===== src/rtl/sxd_pkg.sv =====
// ----------------------------------------------------------------------------
// sxd_pkg
// Types, byte codes and constant tables shared by the sixel stream decoder.
// ----------------------------------------------------------------------------
package sxd_pkg;

   // input item
   typedef struct packed {
      logic [7:0] data_byte;
      logic       frame_start;
   } req_type;

   // result item: one plotted run
   typedef struct packed {
      logic [12:0] column_start;
      logic [13:0] run_length;
      logic [10:0] band_row;
      logic [5:0]  pixel_mask;
      logic [7:0]  red;
      logic [7:0]  green;
      logic [7:0]  blue;
   } rsp_type;

   // colour conversion request
   typedef struct packed {
      logic [15:0] system;
      logic [15:0] comp_a;
      logic [15:0] comp_b;
      logic [15:0] comp_c;
   } color_cmd_type;

   // colour conversion status
   typedef struct packed {
      logic        busy;
      logic [23:0] rgb;
   } color_sts_type;

   // byte codes
   localparam logic [7:0] CH_HASH   = 8'h23;
   localparam logic [7:0] CH_QUOTE  = 8'h22;
   localparam logic [7:0] CH_BANG   = 8'h21;
   localparam logic [7:0] CH_DOLLAR = 8'h24;
   localparam logic [7:0] CH_DASH   = 8'h2D;
   localparam logic [7:0] CH_SEMI   = 8'h3B;
   localparam logic [7:0] SIXEL_LO  = 8'h3F;
   localparam logic [7:0] SIXEL_HI  = 8'h7E;

   // parse modes
   localparam logic [2:0] M_TOP    = 3'd0;
   localparam logic [2:0] M_SEL    = 3'd1;
   localparam logic [2:0] M_SYS    = 3'd2;
   localparam logic [2:0] M_CA     = 3'd3;
   localparam logic [2:0] M_CB     = 3'd4;
   localparam logic [2:0] M_CC     = 3'd5;
   localparam logic [2:0] M_RASTER = 3'd6;
   localparam logic [2:0] M_REP    = 3'd7;

   localparam logic [23:0] WHITE   = 24'hFFFFFF;
   localparam logic [15:0] NUM_SAT = 16'hFFFF;
   localparam logic [15:0] SYS_HLS = 16'd1;

   // percent to 8-bit channel, v*255/100
   typedef logic [7:0] pct_tab_type [0:100];
   // percent to Q1.16, v*65536/100
   typedef logic [16:0] q16_tab_type [0:100];

   function automatic pct_tab_type make_pct_tab();
      pct_tab_type t;
      for (int i = 0; i <= 100; i++) t[i] = 8'(i * 255 / 100);
      return t;
   endfunction

   function automatic q16_tab_type make_q16_tab();
      q16_tab_type t;
      for (int i = 0; i <= 100; i++) t[i] = 17'(i * 65536 / 100);
      return t;
   endfunction

   localparam pct_tab_type PCT_TAB = make_pct_tab();
   localparam q16_tab_type Q16_TAB = make_q16_tab();

   function automatic logic is_digit(input logic [7:0] c);
      return (c >= 8'h30) && (c <= 8'h39);
   endfunction

   function automatic logic is_sixel(input logic [7:0] c);
      return (c >= SIXEL_LO) && (c <= SIXEL_HI);
   endfunction

   // clamp a percent value to 0..100
   function automatic logic [6:0] clamp_pct(input logic [15:0] v);
      return (v > 16'd100) ? 7'd100 : v[6:0];
   endfunction

endpackage


===== src/rtl/sxd_color.sv =====
// ----------------------------------------------------------------------------
// sxd_color
// Colour define conversion: percent RGB and zero saturation HLS straight from idle,
// other HLS through a sequence of registered steps sharing one datapath.
// ----------------------------------------------------------------------------
module sxd_color (
   input  logic                  clock,
   input  logic                  reset,
   input  logic                  start,
   input  sxd_pkg::color_cmd_type cmd,
   output sxd_pkg::color_sts_type sts
);
   import sxd_pkg::*;

   localparam logic [3:0] S_IDLE  = 4'd0;
   localparam logic [3:0] S_HMOD  = 4'd1;
   localparam logic [3:0] S_HSUB  = 4'd2;
   localparam logic [3:0] S_HQ    = 4'd3;
   localparam logic [3:0] S_PROD  = 4'd4;
   localparam logic [3:0] S_M12   = 4'd5;
   localparam logic [3:0] S_HUE   = 4'd6;
   localparam logic [3:0] S_MUL   = 4'd7;
   localparam logic [3:0] S_VAL   = 4'd8;
   localparam logic [3:0] S_CHAN  = 4'd9;

   localparam logic [16:0] RECIP_360 = 17'd93207;     // 2^25/360 rounded up
   localparam logic [23:0] HUE_SCALE = 24'd11930465;  // 2^32/360 rounded up

   logic [3:0]         step_ff, step_in;
   logic [15:0]        h_ff, h_in;
   logic [6:0]         l_ff, l_in, s_ff, s_in;
   logic [7:0]         q_ff, q_in;
   logic [8:0]         hm_ff, hm_in;
   logic [15:0]        hq_ff, hq_in;
   logic [16:0]        p_ff, p_in;
   logic signed [18:0] m1_ff, m1_in, m2_ff, m2_in, d_ff, d_in;
   logic [1:0]         ch_ff, ch_in;
   logic [16:0]        t_ff, t_in;
   logic [1:0]         br_ff, br_in;
   logic signed [20:0] sh_ff, sh_in;
   logic [16:0]        v_ff, v_in;
   logic [23:0]        rgb_ff, rgb_in;

   logic [32:0]        prod_q, prod_h;
   logic [33:0]        prod_p;
   logic [16:0]        lq, sq;
   logic signed [18:0] x;
   logic [16:0]        xu;
   logic [19:0]        six_x, tri_x, rev_x;
   logic signed [36:0] prod_d;
   logic signed [21:0] vs;
   logic [24:0]        prod_c;
   logic [7:0]         chan;
   logic [6:0]         cl_a, cl_b, cl_c;

   assign lq = Q16_TAB[l_ff];
   assign sq = Q16_TAB[s_ff];

   // step sequencer and datapath
   always_comb begin
      step_in = step_ff;
      h_in = h_ff; l_in = l_ff; s_in = s_ff;
      q_in = q_ff; hm_in = hm_ff; hq_in = hq_ff; p_in = p_ff;
      m1_in = m1_ff; m2_in = m2_ff; d_in = d_ff;
      ch_in = ch_ff; t_in = t_ff; br_in = br_ff; sh_in = sh_ff; v_in = v_ff;
      rgb_in = rgb_ff;
      cl_a = clamp_pct(cmd.comp_a);
      cl_b = clamp_pct(cmd.comp_b);
      cl_c = clamp_pct(cmd.comp_c);
      prod_q = 33'(h_ff) * 33'(RECIP_360);
      prod_h = 33'(hm_ff) * 33'(HUE_SCALE);
      prod_p = 34'(lq) * 34'(sq);
      x = 19'(hq_ff);
      xu = '0;
      six_x = '0; tri_x = '0; rev_x = '0;
      prod_d = d_ff * $signed({1'b0, t_ff});
      vs = '0;
      prod_c = 25'(v_ff) * 25'd255;
      chan = (prod_c[24:16] > 9'd255) ? 8'd255 : prod_c[23:16];
      case (step_ff)
         S_IDLE: begin
            if (start) begin
               if (cmd.system != SYS_HLS) begin
                  rgb_in = {(cmd.comp_a > 16'd100) ? 8'd255 : PCT_TAB[cl_a],
                            (cmd.comp_b > 16'd100) ? 8'd255 : PCT_TAB[cl_b],
                            (cmd.comp_c > 16'd100) ? 8'd255 : PCT_TAB[cl_c]};
               end else if (cl_c == 7'd0) begin
                  rgb_in = {3{PCT_TAB[cl_b]}};
               end else begin
                  h_in = cmd.comp_a;
                  l_in = cl_b;
                  s_in = cl_c;
                  step_in = S_HMOD;
               end
            end
         end
         // quotient of hue by 360
         S_HMOD: begin
            q_in = prod_q[32:25];
            step_in = S_HSUB;
         end
         S_HSUB: begin
            hm_in = 9'(h_ff - 16'(q_ff) * 16'd360);
            step_in = S_HQ;
         end
         S_HQ: begin
            hq_in = prod_h[31:16];
            step_in = S_PROD;
         end
         S_PROD: begin
            p_in = prod_p[32:16];
            step_in = S_M12;
         end
         S_M12: begin
            if (lq <= 17'd32768) m2_in = 19'(lq) + 19'(p_ff);
            else m2_in = 19'(lq) + 19'(sq) - 19'(p_ff);
            m1_in = 19'({lq, 1'b0}) - m2_in;
            d_in = m2_in - m1_in;
            ch_in = 2'd0;
            step_in = S_HUE;
         end
         // hue offset, wrap and segment choice
         S_HUE: begin
            case (ch_ff)
               2'd0:    x = 19'(hq_ff) + 19'sd21845;
               2'd1:    x = 19'(hq_ff);
               default: x = 19'(hq_ff) - 19'sd21845;
            endcase
            if (x < 0) x = x + 19'sd65536;
            if (x > 19'sd65536) x = x - 19'sd65536;
            xu = x[16:0];
            six_x = 20'(xu) * 20'd6;
            tri_x = 20'(xu) * 20'd3;
            rev_x = (20'd43690 - 20'(xu)) * 20'd6;
            if (six_x < 20'd65536) begin
               t_in = six_x[16:0];
               br_in = 2'd0;
            end else if (xu < 17'd32768) begin
               br_in = 2'd1;
            end else if (tri_x < 20'd131072) begin
               t_in = rev_x[16:0];
               br_in = 2'd0;
            end else begin
               br_in = 2'd2;
            end
            step_in = S_MUL;
         end
         S_MUL: begin
            sh_in = prod_d[36:16];
            step_in = S_VAL;
         end
         S_VAL: begin
            case (br_ff)
               2'd0:    vs = 22'(m1_ff) + 22'(sh_ff);
               2'd1:    vs = 22'(m2_ff);
               default: vs = 22'(m1_ff);
            endcase
            v_in = (vs < 0) ? 17'd0 : vs[16:0];
            step_in = S_CHAN;
         end
         S_CHAN: begin
            case (ch_ff)
               2'd0:    rgb_in[23:16] = chan;
               2'd1:    rgb_in[15:8] = chan;
               default: rgb_in[7:0] = chan;
            endcase
            if (ch_ff == 2'd2) begin
               step_in = S_IDLE;
            end else begin
               ch_in = ch_ff + 2'd1;
               step_in = S_HUE;
            end
         end
         default: step_in = S_IDLE;
      endcase
   end

   // control register
   always_ff @(posedge clock) begin
      if (reset) step_ff <= S_IDLE;
      else step_ff <= step_in;
   end

   // datapath registers
   always_ff @(posedge clock) begin
      h_ff <= h_in; l_ff <= l_in; s_ff <= s_in;
      q_ff <= q_in; hm_ff <= hm_in; hq_ff <= hq_in; p_ff <= p_in;
      m1_ff <= m1_in; m2_ff <= m2_in; d_ff <= d_in;
      ch_ff <= ch_in; t_ff <= t_in; br_ff <= br_in; sh_ff <= sh_in;
      v_ff <= v_in; rgb_ff <= rgb_in;
   end

   assign sts.busy = (step_ff != S_IDLE);
   assign sts.rgb  = rgb_ff;

endmodule


===== config.mk =====
export PLATFORM = sky130hd
export DESIGN_NAME = sxd_color
export DESIGN_NICKNAME = d
export VERILOG_FILES = /design/src/rtl/sxd_pkg.sv /design/src/rtl/sxd_color.sv
export SDC_FILE = /design/constraint.sdc
export NUM_CORES = 2
export LEC_CHECK = 0
export BUFFER_PORTS_ARGS = -buffer_cell sky130_fd_sc_hd__buf_2
export CORE_MARGIN = 5
export CORE_UTILIZATION = 46
export CTS_CLUSTER_DIAMETER = 60
export DETAILED_ROUTE_END_ITERATION = 7
export GPL_ROUTABILITY_DRIVEN = 0
export GPL_TIMING_DRIVEN = 0
export REMOVE_ABC_BUFFERS = 1
export SLEW_MARGIN = 20
export SYNTH_ARGS = -nofsm -noshare
export SYNTH_HDL_FRONTEND = slang
export SYNTH_SLANG_ARGS = --single-unit

===== constraint.sdc =====
create_clock -name clock -period 13.3 [get_ports clock]
set_clock_uncertainty 0.2 [all_clocks]
set_input_delay 1.33 -clock clock [delete_from_list [all_inputs] [get_ports clock]]
set_output_delay 1.33 -clock clock [all_outputs]
set_load 0.01 [all_outputs]

# ---- Word level (Yosys, flattened, before mapping)
# Memories as Yosys holds them, arrays and structs flattened.
# Index checks and enable logic that the tools add are counted.
dict set report totals {
  n_memories 5
  in_bits 67
  rom_bits 7424
  output_inout_bits 25
  register_bits 224
  elab_cells 156
}
dict set report classes {
  n_mul 9
  n_eq_ne 22
  mux 46
  add_sub_neg 13
  n_lt_le_gt_ge 16
  n_reduce_logical 17
  bitwise_logic 7
}
# memory words width rd rd_clocked_by_memory_dff wr line
set memory_table {}
lappend memory_table {{(no name shown)} 128 17 1 0 0 sxd_color.sv:57} ;# assign sq = Q16_TAB[s_ff];
lappend memory_table {{(no name shown)} 128 17 1 0 0 sxd_color.sv:56} ;# assign lq = Q16_TAB[l_ff];
lappend memory_table {{(no name shown)} 128 8 1 0 0 sxd_color.sv:88} ;# rgb_in = {3{PCT_TAB[cl_b]}};
lappend memory_table {{(no name shown)} 128 8 1 0 0 sxd_color.sv:86} ;# (cmd.comp_c > 16'd100) ? 8'd255 : PCT_TAB[cl_c]};
lappend memory_table {{(no name shown)} 128 8 1 0 0 sxd_color.sv:84} ;# rgb_in = {(cmd.comp_a > 16'd100) ? 8'd255 : PCT_TAB[cl_a],
# op n
set op_table {}
lappend op_table {{17-bit two-way mux} 9}
lappend op_table {{8-bit two-way mux} 13}
lappend op_table {{19-bit two-way mux} 5}
lappend op_table {{24-bit two-way mux} 3}
lappend op_table {{16-bit by 7-bit greater-than comparator with 1-bit output, second input constant} 3}
lappend op_table {{24-bit case mux with 2 select lines} 1}
lappend op_table {{22-bit case mux with 2 select lines} 1}
lappend op_table {{8-bit >= comparator, second input constant} 5}
lappend op_table {{7-bit NOT with 8-bit output} 5}
lappend op_table {{4-bit case mux with 10 select lines} 1}
lappend op_table {{17-bit by 2-bit multiplier with 19-bit output, second input constant} 2}
lappend op_table {{19-bit case mux with 2 select lines} 1}
lappend op_table {{19-bit by 18-bit multiplier with 37-bit output} 1}
lappend op_table {{17-bit by 17-bit adder with 18-bit output} 2}
lappend op_table {{16-bit by 17-bit multiplier with 33-bit output, second input constant} 1}
lappend op_table {{17-bit by 17-bit multiplier with 33-bit output} 1}
lappend op_table {{9-bit by 24-bit multiplier with 32-bit output, second input constant} 1}
lappend op_table {{17-bit by 8-bit multiplier with 25-bit output, second input constant} 1}
lappend op_table {{19-bit by 21-bit adder with 22-bit output} 1}
lappend op_table {{22-bit by 1-bit < comparator with 1-bit output, second input constant} 1}
lappend op_table {{22-bit two-way mux} 1}
lappend op_table {{7-bit two-way mux} 3}
lappend op_table {{20-bit by 17-bit < comparator with 1-bit output, second input constant} 1}
lappend op_table {{20-bit by 2-bit multiplier with 16-bit output, second input constant} 1}
lappend op_table {{other kinds (42)} 66}

# ---- Depth between registers and ports, before layout
dict set report depth {
  ltp_word 14
  mapped_depth 45
  mapped_depth_nobuf 42
}

# ---- Least setup slack after synthesis
# OpenSTA, ideal clock, no wires.
dict set report synth_timing {
  path_type {register to register}
  startpoint {reg l_ff[1]}
  endpoint {reg p_ff[15] (data pin)}
  required_ns 12.834
  path_slack_ns 4.424
  setup_time_ns 0.266
  path_buffers 4
  period_less_slack_ns 8.876
  arrival_ns 8.411
  stages_incl_launch_ff 37
  cell_sequence {edfxtp_1 buf_2 inv_1 ha_1 buf_2 clkbuf_1 a21oi_1 nor3_1 a2111oi_0 a211o_1 o22ai_1 clkbuf_1 nand2_1 fa_1 inv_1 fa_1 fa_1 inv_1 fa_1 inv_1 fa_1 inv_1 fa_1 inv_1 ha_1 nor2b_1 o21ai_0 nand2_1 a211oi_1 o21ai_0 a21oi_1 a211oi_1 o211ai_1 a21boi_0 o21ai_0 a21boi_0 xor2_1}
}
dict set report synth_between {
  elab_chain_cells 5
}
# item line
set synth_lines {}
lappend synth_lines {{start: declaration} sxd_color.sv:31} ;# logic [6:0] l_ff, l_in, s_ff, s_in;
lappend synth_lines {{start signal: assignment} sxd_color.sv:186} ;# h_ff <= h_in; l_ff <= l_in; s_ff <= s_in;
lappend synth_lines {{7-bit NOT with 8-bit output (implied by the code)} sxd_color.sv:56}
lappend synth_lines {{memory 128 x 17 bit} --}
lappend synth_lines {{17-bit two-way mux (implied by the code) (2 in series)} sxd_color.sv:56}
lappend synth_lines {{17-bit by 17-bit multiplier with 33-bit output} sxd_color.sv:72} ;# prod_p = 34'(lq) * 34'(sq);
lappend synth_lines {{via prod_p[31]} sxd_color.sv:45} ;# logic [33:0] prod_p;
lappend synth_lines {{end signal: assignment} sxd_color.sv:187} ;# q_ff <= q_in; hm_ff <= hm_in; hq_ff <= hq_in; p_ff <= p_in;
lappend synth_lines {{end: declaration} sxd_color.sv:35} ;# logic [16:0] p_ff, p_in;
# The timed path passes the listed nets, and every way through them passes these cells. The select of a mux whose other input is x is not followed.
# A chain may end at the register's enable or synchronous reset.

# ---- Worst setup path after layout
# Same ends and word-level chain as after synthesis.

==> metrics.yaml <==
run_status:
  status: "finished, final reports clean"
placement:
  place_inst: 7227
  portBuffers: 91
  hpwl_um: 107000
route:
  finalWirelength_um: 130000
  num_vias: 39400
  via_per_inst: 5.40
  first_pass_iters: 5
  drt_iter0_drc: 2704
  drc: 0
  avgRoutedWirePerCell_um: 17.8
  drtAntennaViolNets: 0
timing:
  drv_slew: 0
  finalCriticalPeriod_ns: 10.96
  setup_violations: 0
  tightest_slew_ns: 1.18
  finalCritPeriodShare_pct: 82.4
  max_freq_ghz: 0.0912
  rsz0062_at_grt: "no"
  maxSlewHeadroom_pct: 21.1
  hold_viol: 0
  holdWs_ns: 0.405
  setup-tns-final_ns: 0
logic_synthesis:
  syn_inst: 5826
  yosysWarnings: 0
  syn_area_per_cell_um2: 8.77
  ys_ff_latch: 218
  yosysTopAreaCellShare_pct: 28.4
  yosysSeqAreaShare_pct: 12.7
  syn_area_um2: 51100
  yosysTopAreaCell: "fa_1"
  synthFlopType: "edfxtp_1"
  ys_top_cells_by_area: "fa_1 (28%), ha_1 (17%), edfxtp_1 (13%)"
  ys_types: 86
  synth_edf_count: 214
  async_flop_share_pct: 0
global_route:
  antenna_found_initial: 0
  grt_pass1_vias: 39100
  grt_max_degree: 36
  grt_pass1_wl_um: 211000
  grt_usage_pct: 22.1
  grt_overflow_total: 0
worst_setup_path:
  crit_required_ns: 13.39
  setup.worst_path.class: "flop to flop"
  rrSetupSlack_ns: 2.34
  worst_setup_path_start_kind: "flop"
  setup.worst_path.start: "l_ff[1]"
  cp_max_fo: 18
  end_kind: "flop"
  critical-path-max-stage-delay_ns: 0.83
  cp.arrival_ns: 11.05
  worstReg2RegStart: "l_ff[1]"
  cp_slowest_cell: "edfxtp_1"
pwr:
  vdd_drop_max_mv: 0.0619
  power_density_nw_per_um2: 31.9
  power.leakage_nw: 26.3
clocking:
  numClockSinks: 218
  clk_path_buf_depth: 3
  root_buffer: "clkbuf_16"
  cts_tree: "built"
  hold_buffers: 0
  post_cts_resized: 0
  clk_latency_ns: 0.57
  path_clk_slew_ns: 0.05
  postCtsSetupBuffers: 0
  h-tree-depth: 2
  cts_made_buffers: 34
floorplanning:
  die_w_um: 343
  die_h_um: 343
  coreArea_um2: 111000
  die_area_um2: 118000
  row_count: 122
  start_util_pct: 46.3
  ios: 92
layout:
  fillers: 10600
  drive_gt1_share_pct: 5.15
  instances_no_fill: 7290
  final_cell_mix: "inv_1 (1091), fa_1 (725), ha_1 (676)"
  final_common_cell: "inv_1"
  utilization_pct: 49.5
  num-nets-final: 7246
  syn_to_final_growth_pct: 7.04
worst_hold_path:
  hold_path_class: "flop to flop"
  min_from: "ch_ff[0]"
run:
  max_cap_violations: 0
[cell usage after synthesis, drive strengths merged (58+ instances only)]
cell,count
nand2,546
nor2,393
edfxtp,214
clkbuf,200
xor2,60
ha,678
o211ai,58
fa,725
o21ai,240
a21oi,316
nor3,68
a21o,83
and2,194
nand3,65
inv,1092
xnor2,153
[worst max-delay path: cells and delay by family (launching register included)]
family | cells | cell delay (ns)
adder cells (fa/ha/maj) | 8 | 4.03
AO/OA/AOI/OAI | 11 | 2.68
buffers and inverters | 9 | 1.37
AND/OR/NAND/NOR | 6 | 1.35
flip-flops | 1 | 0.83
XOR/XNOR | 1 | 0.18
[through the flow]
stage / area (µm²) / total power, mW / setup slack [ns]
floorplan: 50200 / 0.804 / 3.13
global placement: 52500 / 0.842 / -1.60
detailed placement: 53600 / 0.843 / 2.53
CTS: 54700 / 1.76 / 2.44
global route: 54700 / 1.80 / 1.76
finish: 54700 / 1.74 / 2.34
[worst paths after layout]
kind                            cells after the start       end
worst max-delay path                               35  p_ff[15]
worst min-delay path                                1  ch_ff[0]
worst max register to register                     35  p_ff[15]
worst min register to register                      1  ch_ff[0]
[area by class of cell]
cell class                      count  area (µm²)  area share (%)
Sequential cell                   218        6510            11.9
Timing Repair Buffer              150        1320            2.40
Clock buffer                       38         887            1.62
Clock inverter                     23         249           0.455
Inverter                         1101        4130            7.55
Tap cell                         1488        1860            3.40
Multi-Input combinational cell   4271       39800            72.7
Antenna cell                        1        2.50         0.00457
[flip-flops by register name, summed over array words and instances (netlist names)]
register	cells
step_ff	4
p_ff	17
hq_ff	16
t_ff	16
h_ff	16
rgb_ff	24
ch_ff	2
sh_ff	21
m2_ff	17
d_ff	18
s_ff	7
hm_ff	9
br_ff	2
m1_ff	19
l_ff	7
v_ff	17
q_ff	6
[per-layer routing]
layer / GRT usage, % / vias up / share of wire, %
met5: 0 / - / 0
li1: - / 18900 / -
met2: 38.5 / 940 / 49
met3: 1.82 / 160 / 4.1
met4: 5.24 / 0 / 2.7
met1: 30.2 / 19400 / 45
[power breakdown]
part	total (mW)	internal, mW	switching, mW
Sequential	0.749	0.748	0.00103
Combinational	0.0806	0.0297	0.0509
Clock	0.914	0.549	0.365
[kinds of logic after synthesis]
group,synth area share [%]
xor gates and xnor gates,3.69
AOI/OAI and AO/OA,13.3
buffers and inverters,10.0
and+or+nand+nor,13.7
DFF,12.7
adders and majority gates,45.0
muxes,1.52
other,0.0147
No activity file was read; power rests on OpenSTA's default activity.
